`config.mk`:
```
export PLATFORM = sky130hd
export DESIGN_NAME = cubic_checksum_frame_receiver_flat
export DESIGN_NICKNAME = d
export VERILOG_FILES = /design/src/rtl/ccfr_pkg.sv /design/src/rtl/ccfr_stream_if.sv /design/src/rtl/cubic_checksum_frame_receiver.sv /design/src/rtl/ccfr_cube_unit.sv /design/src/flat_wrapper.sv
export SDC_FILE = /design/constraint.sdc
export NUM_CORES = 1
export LEC_CHECK = 0
export BUFFER_PORTS_ARGS = -buffer_cell sky130_fd_sc_hd__buf_2
export CAP_MARGIN = 30
export CORE_MARGIN = 1
export CORE_UTILIZATION = 43
export DETAILED_ROUTE_END_ITERATION = 7
export GPL_TIMING_DRIVEN = 1
export HOLD_SLACK_MARGIN = 0.15
export PLACE_DENSITY = 0.59
export SLEW_MARGIN = 15
export SYNTH_ARGS = -nofsm -noshare
export SYNTH_HDL_FRONTEND = slang
export SYNTH_SLANG_ARGS = --single-unit
```
`constraint.sdc`:
```
create_clock -name clk -period 6.28 [get_ports clk]
set_clock_uncertainty 0.1 [all_clocks]
set_input_delay 1.256 -clock clk [delete_from_list [all_inputs] [get_ports clk]]
set_output_delay 1.256 -clock clk [all_outputs]
set_load 0.02 [all_outputs]
```
`src/rtl/ccfr_pkg.sv`:
```
// ----------------------------------------------------------------------------
// ccfr_pkg: shared types and constants for the cubic checksum frame receiver
// Transaction payloads, the cube unit status bundle and the frame constants.
// ----------------------------------------------------------------------------
`default_nettype none

package ccfr_pkg;

  localparam int FRAME_BYTES_DEF = 16;
  localparam int CHECK_BYTES     = 4;
  localparam int PAYLOAD_LEN     = 11;

  localparam logic [7:0] SYNC_BYTE = 8'h0A;
  localparam logic [7:0] CUBE_MOD  = 8'd251;

  localparam logic FRAME_OK  = 1'b0;
  localparam logic FRAME_BAD = 1'b1;

  typedef struct packed {
    logic [7:0] rx_byte;
  } rx_item_t;

  typedef struct packed {
    logic        frame_status;
    logic [7:0]  next_mode;
    logic [7:0]  current_mode;
    logic [7:0]  fault_cause;
    logic [7:0]  recent_error_count;
    logic [7:0]  total_error_count;
    logic [7:0]  sensor_a;
    logic [7:0]  sensor_b;
    logic [7:0]  sensor_c;
    logic [7:0]  sensor_d;
    logic [15:0] sensor_wide;
  } frame_result_t;

  typedef struct packed {
    logic busy;
    logic done;
  } cube_status_t;

endpackage

`default_nettype wire

```
`src/rtl/ccfr_stream_if.sv`:
```
// ----------------------------------------------------------------------------
// ccfr_stream_if: valid/ready stream channel
// One transaction moves at a rising edge where valid and ready are both high.
// ----------------------------------------------------------------------------
`default_nettype none

interface ccfr_stream_if #(
  parameter type T = logic [7:0]
) ();
  logic valid;
  logic ready;
  T     data;

  modport source (output valid, output data, input ready);
  modport sink   (input valid, input data, output ready);
endinterface

`default_nettype wire

```
`src/rtl/cubic_checksum_frame_receiver.sv`:
```
// A summed byte holds the input from accept through the cube unit's two passes to the
//   add into the sum; a check byte does not hold it. The last byte's result and the
//   reopened input both come out of the finish state, which waits for a free result register.
// The input takes no new byte while the bit-serial cube unit works on a summed byte.
// Reset (rst, synchronous, active high): hunting for sync, byte counter zero,
//   result register empty. Sum, check word and payload bytes carry no reset.
// ----------------------------------------------------------------------------
// cubic_checksum_frame_receiver: top level
// Hunts for a newline sync byte, collects a frame, checks a cubic checksum
// against the trailing little-endian word and posts one result per frame.
// ----------------------------------------------------------------------------
`default_nettype none

module cubic_checksum_frame_receiver #(
  parameter int FRAME_BYTES = ccfr_pkg::FRAME_BYTES_DEF
) (
  input wire logic   clk,
  input wire logic   rst,
  ccfr_stream_if.sink   rx,
  ccfr_stream_if.source frame
);
  import ccfr_pkg::*;

  localparam int PosW    = $clog2(FRAME_BYTES);
  localparam int PayIdxW = $clog2(PAYLOAD_LEN);

  // first check byte, last byte of the frame and last payload byte
  localparam logic [PosW-1:0] SumEnd  = PosW'(FRAME_BYTES - CHECK_BYTES);
  localparam logic [PosW-1:0] LastPos = PosW'(FRAME_BYTES - 1);
  localparam logic [PosW-1:0] PayLast = PosW'(PAYLOAD_LEN);

  typedef enum logic [2:0] {
    ST_IDLE   = 3'b001,   // ready for a byte
    ST_CUBE   = 3'b010,   // cube unit running on a summed byte
    ST_FINISH = 3'b100    // compare and post result once the slot is free
  } state_t;

  state_t            state;
  logic              hunting;
  logic [PosW-1:0]   pos;            // index of the next frame byte
  logic [31:0]       running_sum;
  logic [31:0]       received_check; // shifts in from the top: little-endian
  logic [7:0]        payload [PAYLOAD_LEN];
  logic              out_valid;
  frame_result_t     out_data;

  logic              rx_fire;
  logic [7:0]        rx_b;
  logic              is_sync;
  logic              in_sum;
  logic              cube_start;
  logic              out_load;
  logic              frame_ok;
  logic [PosW-1:0]   pos_m1;
  logic [PayIdxW-1:0] pay_idx;
  cube_status_t      cube_st;
  logic [7:0]        cube_term;

  assign rx.ready = (state == ST_IDLE);
  assign rx_fire  = rx.valid && rx.ready;
  assign rx_b     = rx.data.rx_byte;
  assign is_sync  = (rx_b == SYNC_BYTE);
  assign in_sum   = (pos < SumEnd);

  // The sync byte is summed too (frame byte 0).
  assign cube_start = rx_fire && (hunting ? is_sync : in_sum);

  assign pos_m1  = pos - PosW'(1);
  assign pay_idx = pos_m1[PayIdxW-1:0];

  // Result register loads when the previous result is gone or leaving now.
  assign out_load = (state == ST_FINISH) && (!out_valid || frame.ready);
  assign frame_ok = (running_sum == received_check);

  ccfr_cube_unit u_cube (
    .clk    (clk),
    .rst    (rst),
    .start  (cube_start),
    .din    (rx_b),
    .status (cube_st),
    .term   (cube_term)
  );

  // control
  always_ff @(posedge clk) begin
    if (rst) begin
      state     <= ST_IDLE;
      hunting   <= 1'b1;
      pos       <= '0;
      out_valid <= 1'b0;
    end else begin
      if (frame.valid && frame.ready) begin
        out_valid <= 1'b0;
      end
      unique case (state)
        ST_IDLE: begin
          if (rx_fire) begin
            if (hunting) begin
              if (is_sync) begin
                hunting <= 1'b0;
                pos     <= PosW'(1);
                state   <= ST_CUBE;
              end
            end else if (pos == LastPos) begin
              // counter stays on the last byte until the result is posted
              state <= ST_FINISH;
            end else begin
              pos <= pos + PosW'(1);
              if (in_sum) begin
                state <= ST_CUBE;
              end
            end
          end
        end
        ST_CUBE: begin
          if (cube_st.done) begin
            state <= ST_IDLE;
          end
        end
        ST_FINISH: begin
          if (out_load) begin
            out_valid <= 1'b1;
            hunting   <= 1'b1;
            pos       <= '0;
            state     <= ST_IDLE;
          end
        end
        default: state <= ST_IDLE;
      endcase
    end
  end

  // datapath
  always_ff @(posedge clk) begin
    if (rx_fire && hunting && is_sync) begin
      running_sum <= '0;
    end else if (state == ST_CUBE && cube_st.done) begin
      running_sum <= running_sum + {24'd0, cube_term};
    end

    // four shifts fill the word completely, so no clear is needed
    if (rx_fire && !hunting && !in_sum) begin
      received_check <= {rx_b, received_check[31:8]};
    end

    if (rx_fire && !hunting && pos != '0 && pos <= PayLast) begin
      payload[pay_idx] <= rx_b;
    end

    if (out_load) begin
      out_data.frame_status       <= frame_ok ? FRAME_OK : FRAME_BAD;
      out_data.next_mode          <= frame_ok ? payload[0] : 8'd0;
      out_data.current_mode       <= frame_ok ? payload[1] : 8'd0;
      out_data.fault_cause        <= frame_ok ? payload[2] : 8'd0;
      out_data.recent_error_count <= frame_ok ? payload[3] : 8'd0;
      out_data.total_error_count  <= frame_ok ? payload[4] : 8'd0;
      out_data.sensor_a           <= frame_ok ? payload[5] : 8'd0;
      out_data.sensor_b           <= frame_ok ? payload[6] : 8'd0;
      out_data.sensor_c           <= frame_ok ? payload[7] : 8'd0;
      out_data.sensor_d           <= frame_ok ? payload[8] : 8'd0;
      out_data.sensor_wide        <= frame_ok ? {payload[10], payload[9]} : 16'd0;
    end
  end

  assign frame.valid = out_valid;
  assign frame.data  = out_data;

  // checks
  a_done_in_cube: assert property (@(posedge clk) disable iff (rst)
    cube_st.done |-> state == ST_CUBE)
    else $error("cube unit finished outside the cube state");

  a_cube_running: assert property (@(posedge clk) disable iff (rst)
    state == ST_CUBE |-> (cube_st.busy || cube_st.done))
    else $error("waiting on an idle cube unit");

  a_finish_pos: assert property (@(posedge clk) disable iff (rst)
    state == ST_FINISH |-> (!hunting && pos == LastPos))
    else $error("frame end reached at the wrong byte");

  a_bad_zeroed: assert property (@(posedge clk) disable iff (rst)
    (frame.valid && frame.data.frame_status == FRAME_BAD)
      |-> (frame.data.sensor_wide == 16'd0 && frame.data.next_mode == 8'd0))
    else $error("failed frame carries data");

endmodule

`default_nettype wire

```
`src/rtl/ccfr_cube_unit.sv`:
```
// ----------------------------------------------------------------------------
// ccfr_cube_unit: bit-serial (byte^3 mod 251)
// Two passes of an MSB-first shift-and-add modular multiplier.
// ----------------------------------------------------------------------------
`default_nettype none

module ccfr_cube_unit (
  input  wire logic                    clk,
  input  wire logic                    rst,
  input  wire logic                    start,
  input  wire logic [7:0]              din,
  output      ccfr_pkg::cube_status_t  status,
  output      logic [7:0]              term
);
  import ccfr_pkg::*;

  localparam logic [9:0] ModX1 = {2'b00, CUBE_MOD};
  localparam logic [9:0] ModX2 = {1'b0, CUBE_MOD, 1'b0};

  logic [7:0] base;      // din mod 251
  logic [7:0] mult_sr;   // multiplier bits, MSB first
  logic [7:0] acc;
  logic [2:0] bit_cnt;
  logic       phase;     // 0: squaring, 1: times base
  logic       busy;
  logic       done;

  logic [7:0] din_red;
  logic [9:0] sum_raw;
  logic [7:0] acc_next;

  always_comb begin
    din_red = (din >= CUBE_MOD) ? 8'(din - CUBE_MOD) : din;
    // acc < 251 and base < 251, so sum_raw < 753: at most two subtractions
    sum_raw = {1'b0, acc, 1'b0} + (mult_sr[7] ? {2'b00, base} : 10'd0);
    if (sum_raw >= ModX2) begin
      acc_next = 8'(sum_raw - ModX2);
    end else if (sum_raw >= ModX1) begin
      acc_next = 8'(sum_raw - ModX1);
    end else begin
      acc_next = sum_raw[7:0];
    end
  end

  always_ff @(posedge clk) begin
    if (rst) begin
      busy    <= 1'b0;
      done    <= 1'b0;
      phase   <= 1'b0;
      bit_cnt <= '0;
    end else begin
      done <= 1'b0;
      if (start) begin
        busy    <= 1'b1;
        phase   <= 1'b0;
        bit_cnt <= '0;
      end else if (busy) begin
        bit_cnt <= bit_cnt + 3'd1;
        if (bit_cnt == 3'd7) begin
          if (!phase) begin
            phase <= 1'b1;
          end else begin
            busy <= 1'b0;
            done <= 1'b1;
          end
        end
      end
    end
  end

  always_ff @(posedge clk) begin
    if (start) begin
      base    <= din_red;
      mult_sr <= din_red;
      acc     <= '0;
    end else if (busy) begin
      if (bit_cnt == 3'd7 && !phase) begin
        // square done: it becomes the multiplier of the second pass
        mult_sr <= acc_next;
        acc     <= '0;
      end else begin
        mult_sr <= {mult_sr[6:0], 1'b0};
        acc     <= acc_next;
      end
    end
  end

  assign status = '{busy: busy, done: done};
  assign term   = acc;

endmodule

`default_nettype wire

```
`src/flat_wrapper.sv`:
```
// flat-port wrapper written by rule: the top's interface ports become plain ports
module cubic_checksum_frame_receiver_flat import ccfr_pkg::*;
#(
  parameter int FRAME_BYTES = ccfr_pkg::FRAME_BYTES_DEF
)
  (clk, rst, rx_valid, rx_data, rx_ready, frame_valid, frame_data, frame_ready);
  ccfr_stream_if #(.T(rx_item_t)) rx_i ();
  ccfr_stream_if #(.T(frame_result_t)) frame_i ();
  input wire logic clk;
  input wire logic rst;
  input wire logic [$bits(rx_i.valid)-1:0] rx_valid;
  input wire logic [$bits(rx_i.data)-1:0] rx_data;
  output wire logic [$bits(rx_i.ready)-1:0] rx_ready;
  output wire logic [$bits(frame_i.valid)-1:0] frame_valid;
  output wire logic [$bits(frame_i.data)-1:0] frame_data;
  input wire logic [$bits(frame_i.ready)-1:0] frame_ready;
  assign rx_i.valid = rx_valid;
  assign rx_i.data = rx_data;
  assign rx_ready = rx_i.ready;
  assign frame_valid = frame_i.valid;
  assign frame_data = frame_i.data;
  assign frame_i.ready = frame_ready;
  cubic_checksum_frame_receiver #(.FRAME_BYTES(FRAME_BYTES)) u_core (.clk(clk), .rst(rst), .rx(rx_i), .frame(frame_i));
endmodule
```
-- After elaboration in Yosys (flattened, before gate mapping)
Memory sizes are Yosys's and may differ from the RTL's. A register that Yosys moved wholly into a read port is not among the register bits.
Cells that the tools add are included.
- output and inout port bits: 91
- RAM bits: 88
- register bits after elaboration: 104
- bits of input ports: 12
- memories: 1
- bits in latches: 0
- logic and storage cells: 119
- ROM bits: 0
- multiplexer cells: 39
- bitwise logic cells: 2
- $add $sub $neg: 8
- $mul: 0
- divide/modulo/power cells: 0
- $lt $le $gt $ge: 5
- reductions and logical operators: 37
- shifts and indexed selects: 0
- equality and inequality tests: 13
- memory list (name ; depth ; width ; rd ports ; clocked after Yosys merged registers in ; write ports ; line ; RTL):
    u_core.payload ; 11 ; 8 ; 11 ; 11 ; 1 ; cubic_checksum_frame_receiver.sv:43 ; logic [7:0] payload [PAYLOAD_LEN];
- operators with widths (kind ; number):
    8-bit 2-to-1 mux ; 8
    32-bit by 8-bit adder with 32-bit output ; 1
    32-bit == test ; 1
    8-bit subtractor, second input constant ; 3
    3-bit 2-to-1 mux ; 7
    4-bit 2-to-1 mux ; 5
    1-bit 2-to-1 mux ; 16
    1-bit zero test ; 15
    1-bit logical AND ; 12
    9-bit by 8-bit adder with 10-bit output ; 1
    10-bit by 8-bit greater-or-equal comparator with 1-bit output, second input constant ; 1
    10-bit by 9-bit greater-or-equal comparator with 1-bit output, second input constant ; 1
    5-bit AND reduction ; 2
    3-bit one-hot mux with 3 select lines ; 1
    8-bit by 4-bit == test with 1-bit output, second input constant ; 1
    8-bit greater-or-equal comparator, second input constant ; 1
    4-bit one-hot mux with 2 select lines ; 1
    3-bit == test, second input constant ; 2
    3-bit inequality test, second input constant ; 2
    4-bit by 1-bit adder with 4-bit output, second input constant ; 1
    4-bit == test, second input constant ; 1
    4-bit less-or-equal comparator, second input constant ; 1
    4-bit less-than comparator, second input constant ; 1
    2-bit inequality test, second input constant ; 2
    other kinds (15) ; 17

-- Longest topological paths before layout
Gate-level depths: netlist of the first run.
- depth in word-level cells: 8
- mapped depth: 13
- gate-level depth less buffers: 13

-- By module
From an unflattened synthesis of the first run, not the netlist that was laid out.
- cells, all modules: 847
- area, all modules: 11798.8 sq um
- modules (own cells, without submodules) (module ; instances ; seq. area each (sq um) ; area an instance (sq um) ; cells an instance):
    cubic_checksum_frame_receiver ; 1 ; 7096.8 ; 9680.5 ; 634
    ccfr_cube_unit ; 1 ; 760.7 ; 2118.3 ; 213

-- Least setup slack after synthesis of the first run
OpenSTA, ideal clock, no wires.
- kind: input port to flip-flop
- start: in frame_ready
- end: reg, netlist name u_core.frame.data[0]
- library setup time: 0.537 ns
- path slack: 0.617 ns
- data required time: 5.643 ns
- data arrival time: 5.026 ns
- stages: 2
- buffers on the path: 0
- path through: nor2b_1 > nor2_1
- longest elaborated chain between the ends: 2
- RTL lines (what ; line ; RTL):
    from (decl) ; flat_wrapper.sv:16 ; input wire logic [$bits(frame_i.ready)-1:0] frame_ready;
    1-bit logical OR ; cubic_checksum_frame_receiver.sv:72 ; assign out_load = (state == ST_FINISH) && (!out_valid || frame.ready);
    1-bit logical AND ; cubic_checksum_frame_receiver.sv:72 ;
    net u_core.out_load ; cubic_checksum_frame_receiver.sv:52 ; logic out_load;
The timed path passes the listed nets, and every way through them passes these cells.
A chain may end at the register's enable or synchronous reset.

-- Final worst setup path of the first run
- start: in rx_data[6]
- end: reg u_core.u_cube.mult_sr[5], data pin
- longest elaborated chain between the ends: 4
- elaborated cells on any way between the ends: 6
- classes of those cells: 1 x order compare; 1 x eq/ne; 3 x mux; 1 x reduce/logical
- RTL lines (what ; line ; RTL):
    from (decl) ; flat_wrapper.sv:12 ; input wire logic [$bits(rx_i.data)-1:0] rx_data;
    branches (longest 3 deep; another with 8-bit greater-or-equal comparator) ; -- ;
    8-bit 2-to-1 mux (*) ; ccfr_cube_unit.sv:72 ; if (start) begin
    to (signal assigned) ; ccfr_cube_unit.sv:74 ; mult_sr <= din_red;
    to (signal assigned) ; ccfr_cube_unit.sv:79 ; mult_sr <= acc_next;
    to (signal assigned) ; ccfr_cube_unit.sv:82 ; mult_sr <= {mult_sr[6:0], 1'b0};
    to (decl) ; ccfr_cube_unit.sv:21 ; logic [7:0] mult_sr;
Mark *: on every way between the ends.

==> results of run 1 <==
==> through the flow <==
| stage | worst slack, ns | instances |
|---|---|---|
| after floorplan | 0.617 | 899 |
| after global placement | 1.77 | 1321 |
| after detailed placement | 1.71 | 1322 |
| after CTS | 2.25 | 1374 |
| after global routing | 1.95 | 1376 |
| final | 2.24 | 1376 |
==> area by class of cell <==
cell class	instances	area share
Clock buffer	36	0.0552
Clock inverter	16	0.00982
Inverter	29	0.00799
Multi-Input combinational cell	562	0.275
Sequential cell	280	0.576
Tap cell	341	0.0313
Timing Repair Buffer	112	0.0439
==> power by group <==
group	switching (mW)	internal [mW]
combinational	0.603	0.358
clock	0.676	0.927
sequential	0.0944	2.11
==> per-layer routing <==
| layer | track usage | vias to the layer above |
|---|---|---|
| met4 | 0.0451 | 0 |
| met1 | 0.239 | 3303 |
| met3 | 0.0229 | 28 |
| met5 | 0 | - |
| li1 | - | 3455 |
| met2 | 0.281 | 169 |
==> kinds of logic (layout without fill, tap and decap cells) <==
| logic type | count (synthesis) | after routing | share of synthesized area |
|---|---|---|---|
| and+or+nand+nor | 338 | 338 | 0.153 |
| DFF | 280 | 280 | 0.666 |
| AOI/OAI and AO/OA | 111 | 111 | 0.0662 |
| xor gates and xnor gates | 69 | 69 | 0.0518 |
| buffers and inverters | 57 | 193 | 0.0187 |
| adders and majority gates | 30 | 30 | 0.0331 |
| muxes | 14 | 14 | 0.0119 |
==> Yosys cell counts, drive strengths merged (9+ instances only) <==
cell,count
a211oi,9
a21oi,25
and2,108
clkbuf,22
dfxtp,55
edfxtp,225
ha,28
inv,29
mux2i,14
nand2,54
nand3,29
nor2,77
nor2b,13
nor3,12
nor4,10
o21ai,31
xnor2,25
xor2,44
==> cells in the final DEF (no fill, tap or decap), types with 4 or more instances in the layout <==
master / synthesis / routed
sky130_fd_sc_hd__xnor2_1: 24 / 24
sky130_fd_sc_hd__ha_1: 28 / 28
sky130_fd_sc_hd__a211oi_1: 9 / 9
sky130_fd_sc_hd__o21ai_1: 7 / 9
sky130_fd_sc_hd__edfxtp_1: 225 / 225
sky130_fd_sc_hd__a21o_1: 5 / 5
sky130_fd_sc_hd__and2_1: 108 / 108
sky130_fd_sc_hd__nor2_1: 77 / 75
sky130_fd_sc_hd__xor2_1: 44 / 44
sky130_fd_sc_hd__clkbuf_16: 0 / 29
sky130_fd_sc_hd__clkinv_1: 0 / 4
sky130_fd_sc_hd__inv_1: 29 / 29
sky130_fd_sc_hd__and4_1: 4 / 4
sky130_fd_sc_hd__nand4_1: 4 / 4
sky130_fd_sc_hd__nand2_1: 53 / 53
sky130_fd_sc_hd__nor3_1: 12 / 11
sky130_fd_sc_hd__nor4_1: 10 / 10
sky130_fd_sc_hd__clkinv_2: 0 / 7
sky130_fd_sc_hd__dfxtp_1: 55 / 55
sky130_fd_sc_hd__o21a_1: 5 / 5
sky130_fd_sc_hd__buf_2: 5 / 102
sky130_fd_sc_hd__nor2b_1: 12 / 12
sky130_fd_sc_hd__and3_1: 8 / 8
sky130_fd_sc_hd__a21oi_1: 24 / 24
sky130_fd_sc_hd__mux2i_1: 14 / 14
sky130_fd_sc_hd__o21ai_0: 24 / 22
sky130_fd_sc_hd__nand3_1: 28 / 28
sky130_fd_sc_hd__buf_4: 0 / 9
sky130_fd_sc_hd__clkbuf_1: 22 / 7
sky130_fd_sc_hd__nand2b_1: 6 / 6
==> sequential cells by signal, indices dropped and copies added, names as in the netlist <==
register and cells:
u_core.payload 88, u_core.u_cube.mult_sr 8, u_core.pos 4, u_core.u_cube.phase 1, u_core.u_cube.done 1, u_core.u_cube.term 8
u_core.frame.data 89, u_core.received_check 32, u_core.running_sum 32, u_core.frame.valid 1, u_core.u_cube.base 8, u_core.hunting 1
u_core.u_cube.bit_cnt 3, u_core.u_cube.busy 1, u_core.state 3
==> path summary, 6_finish.rpt <==
kind                                   from                         to  slack [ns]
setup reg to reg   u_core.u_cube.mult_sr[7]   u_core.u_cube.mult_sr[5]        2.37
hold reg to reg   u_core.received_check[29]  u_core.received_check[21]        0.37
hold / removal    u_core.received_check[29]  u_core.received_check[21]        0.37
setup / recovery                 rx_data[6]   u_core.u_cube.mult_sr[5]        2.24
==> critical path, cell delays in order <==
cell                       delay (ns)
sky130_fd_sc_hd__buf_2           0.21
sky130_fd_sc_hd__or4b_1          0.55
sky130_fd_sc_hd__nor4b_1         0.41
sky130_fd_sc_hd__nand2b_1        0.20
sky130_fd_sc_hd__nand2_1         0.36
sky130_fd_sc_hd__inv_1           0.81
sky130_fd_sc_hd__nor3_1          0.14
sky130_fd_sc_hd__mux2i_1         0.18
sky130_fd_sc_hd__nand3_1         0.09
==> results.yml, run 1 <==
outcome:
  result_of_the_run: "finished, final reports clean"
synth:
  synth.yosys.warnings: 0
  synth_edf_count: 225
  yosys_register_bits: 280
  synth.net_count: 941
  yosys.area.top_type_share: 0.572
  synth.top_cells.by_area: "sky130_fd_sc_hd__edfxtp_1, sky130_fd_sc_hd__dfxtp_1, sky130_fd_sc_hd__and2_1"
  fraction_of_synthesis_flops_using_an_asynchronous_set_or_reset_pin: 0
  synth_ff_type: "sky130_fd_sc_hd__edfxtp_1"
  synthesis.area_per_instance_sq_um: 13.1
  seq_area_frac_synth: 0.666
  largest_area_contributor_in_the_synthesized_netlist: "sky130_fd_sc_hd__edfxtp_1"
  synth_cells: 899
  syn-cell-area_sq_um: 11800
  synthDistinctLibCells: 70
global_routing:
  grt_antenna_before_repair: 0
  grt_first_pass_wirelength_microns: 37500
  first_global_vias: 6710
  grt_start_max_net_pins: 90
  final_global_route_overflow_total: 0
  gr-usage-all-layers: 0.171
floorplan:
  dieArea_sq_um: 28100
  io_pins: 103
  floorplan.initialDensity: 0.438
  die_height_microns: 168
  die_x_microns: 168
  core_sq_um: 27000
  placement_rows: 60
clocking:
  clock_insertion_delay_worst_skew_ns: 0.53
  postCtsResizedCells: 0
  cts-buffers-inserted: 28
  cts.path.max_buffers: 3
  holdBufCountCts: 0
  tritoncts: "done"
  post_cts_clock_slew_at_the_launch_and_capture_registers_of_the_worst_setup_and_hold_paths_ns: 0.06
  cts.htree.levels: 1
  post_cts.repair.setup_buffers: 0
  cts.sink_count: 280
  cts-root-buf: "sky130_fd_sc_hd__clkbuf_16"
sta:
  grt_setup_unrepaired: "no"
  period_share: 0.643
  period_minus_slack_ns: 4.04
  final-max-slew-violation-count: 0
  timing.setup.tns_ns: 0
  holdWs_ns: 0.369
  final-setup-viol-count: 0
  slew_headroom: 0.397
  timing_worst_slew_pin_value_ns: 0.901
  final_hold_viol_count: 0
  clock.fmax_mhz: 248
worst_setup_path:
  worst_ep_arrival_time_ns: 4.21
  timing_worst_setup_path_type: "in2reg"
  worstSetupStartpointType: "primary input"
  depth_of_the_worst_register_to_register_path: 13
  critical_path.max_fanout: 27
  worstPathRequired_ns: 6.45
  worst_setup_path_end_kind: "register"
routing:
  route.vias.total: 6955
  met3WireLength_microns: 1020
  drc: 0
  post_drt_wl_per_cell_microns: 17.3
  drtPass1Iterations: 4
  antenna_violating_nets_left: 0
  initialDrtViolationCount: 492
  route.final.wire_length_microns: 23900
  length_of_routed_met2_wiring_microns: 11100
  top_layer_used: "met4"
  wirelength_met1_microns: 11300
  detail_route.vias_per_cell: 5.05
finish:
  fill_cells: 2346
  finish.instance_area_sq_um: 13600
  post_route_cells_drive_above_1_share: 0.171
  post-route-util: 0.506
  layout.area.seq_sq_um: 7860
  multiInputGateArea_sq_um: 3750
  num_antenna_cells: 0
  layout-area-overhead-vs-synth_pct: 15.5
  final_nets: 1055
power:
  total_power_mw: 4.76
  max-vdd-ir-drop_mv: 0.167
  leakage_nw: 4.83
  power_density_nw_per_um2: 349
min_path:
  holdPathStages: 0
  hp-class: "reg2reg"
placed_design:
  routabilityCongestion: 0.824
  portBuffers: 102
  detailed_place_hpwl_microns: 16000
  postPlaceCellArea_sq_um: 12700
job:
  cap_violations: 0
No activity file was read; power rests on OpenSTA's default activity.
==> inputs of run 2 (changes only) <==
clock period = 3.77 ns   (was 6.28 ns; I/O delays follow)
==> run 2 against run 1 <==
  * Clock power grew 68%
  * Routed wire length grew 1.8%
  * Worst hold slack gained 0.00090 ns
  * Combinational power grew 71%
  * Setup slack lost 2.0 ns
  * Critical path type is now reg2reg
==> results.yml, run 2 (synthesis results as in run 1) <==
outcome:
  result_of_the_run: "finished, final reports clean"
global_routing:
  final_global_route_overflow_total: 0
  first_global_vias: 6770
  gr-usage-all-layers: 0.173
  grt_start_max_net_pins: 90
  grt_first_pass_wirelength_microns: 37700
  grt_antenna_before_repair: 0
sta:
  timing_worst_slew_pin_value_ns: 0.781
  final-setup-viol-count: 0
  period_share: 0.944
  timing.setup.tns_ns: 0
  slew_headroom: 0.478
  clock.fmax_mhz: 281
  final_hold_viol_count: 0
  period_minus_slack_ns: 3.56
  grt_setup_unrepaired: "no"
  final-max-slew-violation-count: 0
finish:
  flip_flop_count_of_the_largest_register_all_copies_and_words_added: 89
  layout-area-overhead-vs-synth_pct: 16.7
  post_route_cells_drive_above_1_share: 0.181
  num_antenna_cells: 0
  fill_cells: 2299
  post-route-util: 0.511
  most_common_cell_after_layout_fill_and_taps_aside: "sky130_fd_sc_hd__edfxtp_1"
  final_nets: 1074
  multiInputGateArea_sq_um: 3760
  final_cell_mix: "sky130_fd_sc_hd__edfxtp_1, sky130_fd_sc_hd__and2_1, sky130_fd_sc_hd__buf_2"
  layout.area.seq_sq_um: 7860
routing:
  route.vias.total: 7138
  drc: 0
  drtPass1Iterations: 5
  post_drt_wl_per_cell_microns: 17.4
  antenna_violating_nets_left: 0
  detail_route.vias_per_cell: 5.11
  initialDrtViolationCount: 521
  route.final.wire_length_microns: 24300
floorplan:
  placement_rows: 60
  die_height_microns: 168
  core_sq_um: 27000
  io_pins: 103
  die_x_microns: 168
  floorplan.initialDensity: 0.438
  dieArea_sq_um: 28100
clocking:
  clock_insertion_delay_worst_skew_ns: 0.54
  cts-buffers-inserted: 29
  cts.path.max_buffers: 3
  cts-root-buf: "sky130_fd_sc_hd__clkbuf_16"
  postCtsResizedCells: 0
  cts.htree.levels: 1
  cts.sink_count: 280
  holdBufCountCts: 0
  post_cts.repair.setup_buffers: 0
  tritoncts: "done"
  post_cts_clock_slew_at_the_launch_and_capture_registers_of_the_worst_setup_and_hold_paths_ns: 0.06
placed_design:
  routabilityCongestion: 0.866
  detailed_place_hpwl_microns: 16400
  portBuffers: 102
worst_setup_path:
  worstSetupStartpointType: "register"
  worst_setup_path_end_kind: "register"
  critical_path.max_fanout: 9
  timing_worst_setup_path_type: "reg2reg"
  worst_ep_arrival_time_ns: 3.74
  worstPathRequired_ns: 3.96
job:
  cap_violations: 0
power:
  power_density_nw_per_um2: 580
  max-vdd-ir-drop_mv: 0.345
  leakage_nw: 4.93
min_path:
  hp-class: "reg2reg"
run 2: changes by cell type in the layout (fill, tap and decap cells not counted):
cell,before,now
sky130_fd_sc_hd__o21ai_0,22,23
sky130_fd_sc_hd__nor3_2,1,0
sky130_fd_sc_hd__buf_4,9,27
sky130_fd_sc_hd__nor3_4,0,1
sky130_fd_sc_hd__clkinvlp_4,2,0
sky130_fd_sc_hd__clkinv_1,4,10
sky130_fd_sc_hd__o21ai_1,9,8
sky130_fd_sc_hd__clkinv_2,7,3
sky130_fd_sc_hd__inv_6,0,2
run 2: final cells by class:
class                           instances  share of cell area
Clock buffer                           36              0.0546
Inverter                               29             0.00790
Clock inverter                         18              0.0101
Multi-Input combinational cell        562               0.273
Sequential cell                       280               0.570
Tap cell                              341              0.0310
Timing Repair Buffer                  130              0.0532
run 2: critical path, cell delays in order, from the launching register on:
cell and delay [ns]:
sky130_fd_sc_hd__edfxtp_1 0.35, sky130_fd_sc_hd__and2_1 0.13, sky130_fd_sc_hd__ha_1 0.18, sky130_fd_sc_hd__inv_1 0.06, sky130_fd_sc_hd__fa_1 0.43, sky130_fd_sc_hd__and2b_4 0.30
sky130_fd_sc_hd__o22ai_2 0.09, sky130_fd_sc_hd__xnor2_2 0.27, sky130_fd_sc_hd__nor3b_2 0.38, sky130_fd_sc_hd__a41o_2 0.36, sky130_fd_sc_hd__o21ai_1 0.14, sky130_fd_sc_hd__a21oi_2 0.22
sky130_fd_sc_hd__mux2i_1 0.21, sky130_fd_sc_hd__nand3_1 0.08
run 2: through the flow:
step	instance area, sq um	hold slack [ns]	worst slack, ns	cells	power, mW
after global routing	13800	0.384	0.0190	1396	8.37
after CTS	13800	0.373	0.214	1393	8.02
after global placement	12900	0.350	0.316	1339	5.33
after floorplan	11800	0.347	0.117	899	4.88
after detailed placement	12900	0.358	0.241	1339	5.33
final	13800	0.370	0.213	1396	7.99
run 2: final timing paths:
check / cells after the start / slack, ns / startpoint / endpoint
min: 0 / 0.37 / u_core.received_check[28] / u_core.received_check[20]
min reg2reg: 0 / 0.37 / u_core.received_check[28] / u_core.received_check[20]
max: 13 / 0.21 / u_core.u_cube.mult_sr[7] / u_core.u_cube.mult_sr[5]
max reg2reg: 13 / 0.21 / u_core.u_cube.mult_sr[7] / u_core.u_cube.mult_sr[5]
run 2: report_power, final:
part | internal, mW | switching [mW] | total, mW
clock network | 1.55 | 1.13 | 2.68
registers | 3.51 | 0.162 | 3.67
logic | 0.627 | 1.01 | 1.64
run 2: per-layer routing:
metal	GRT usage	routed length, microns	vias to the layer above
met1	0.241	11600	3434
met2	0.286	11200	180
li1	-	-	3493
met3	0.0213	1020	31
met4	0.0447	448	0
met5	0	0	-
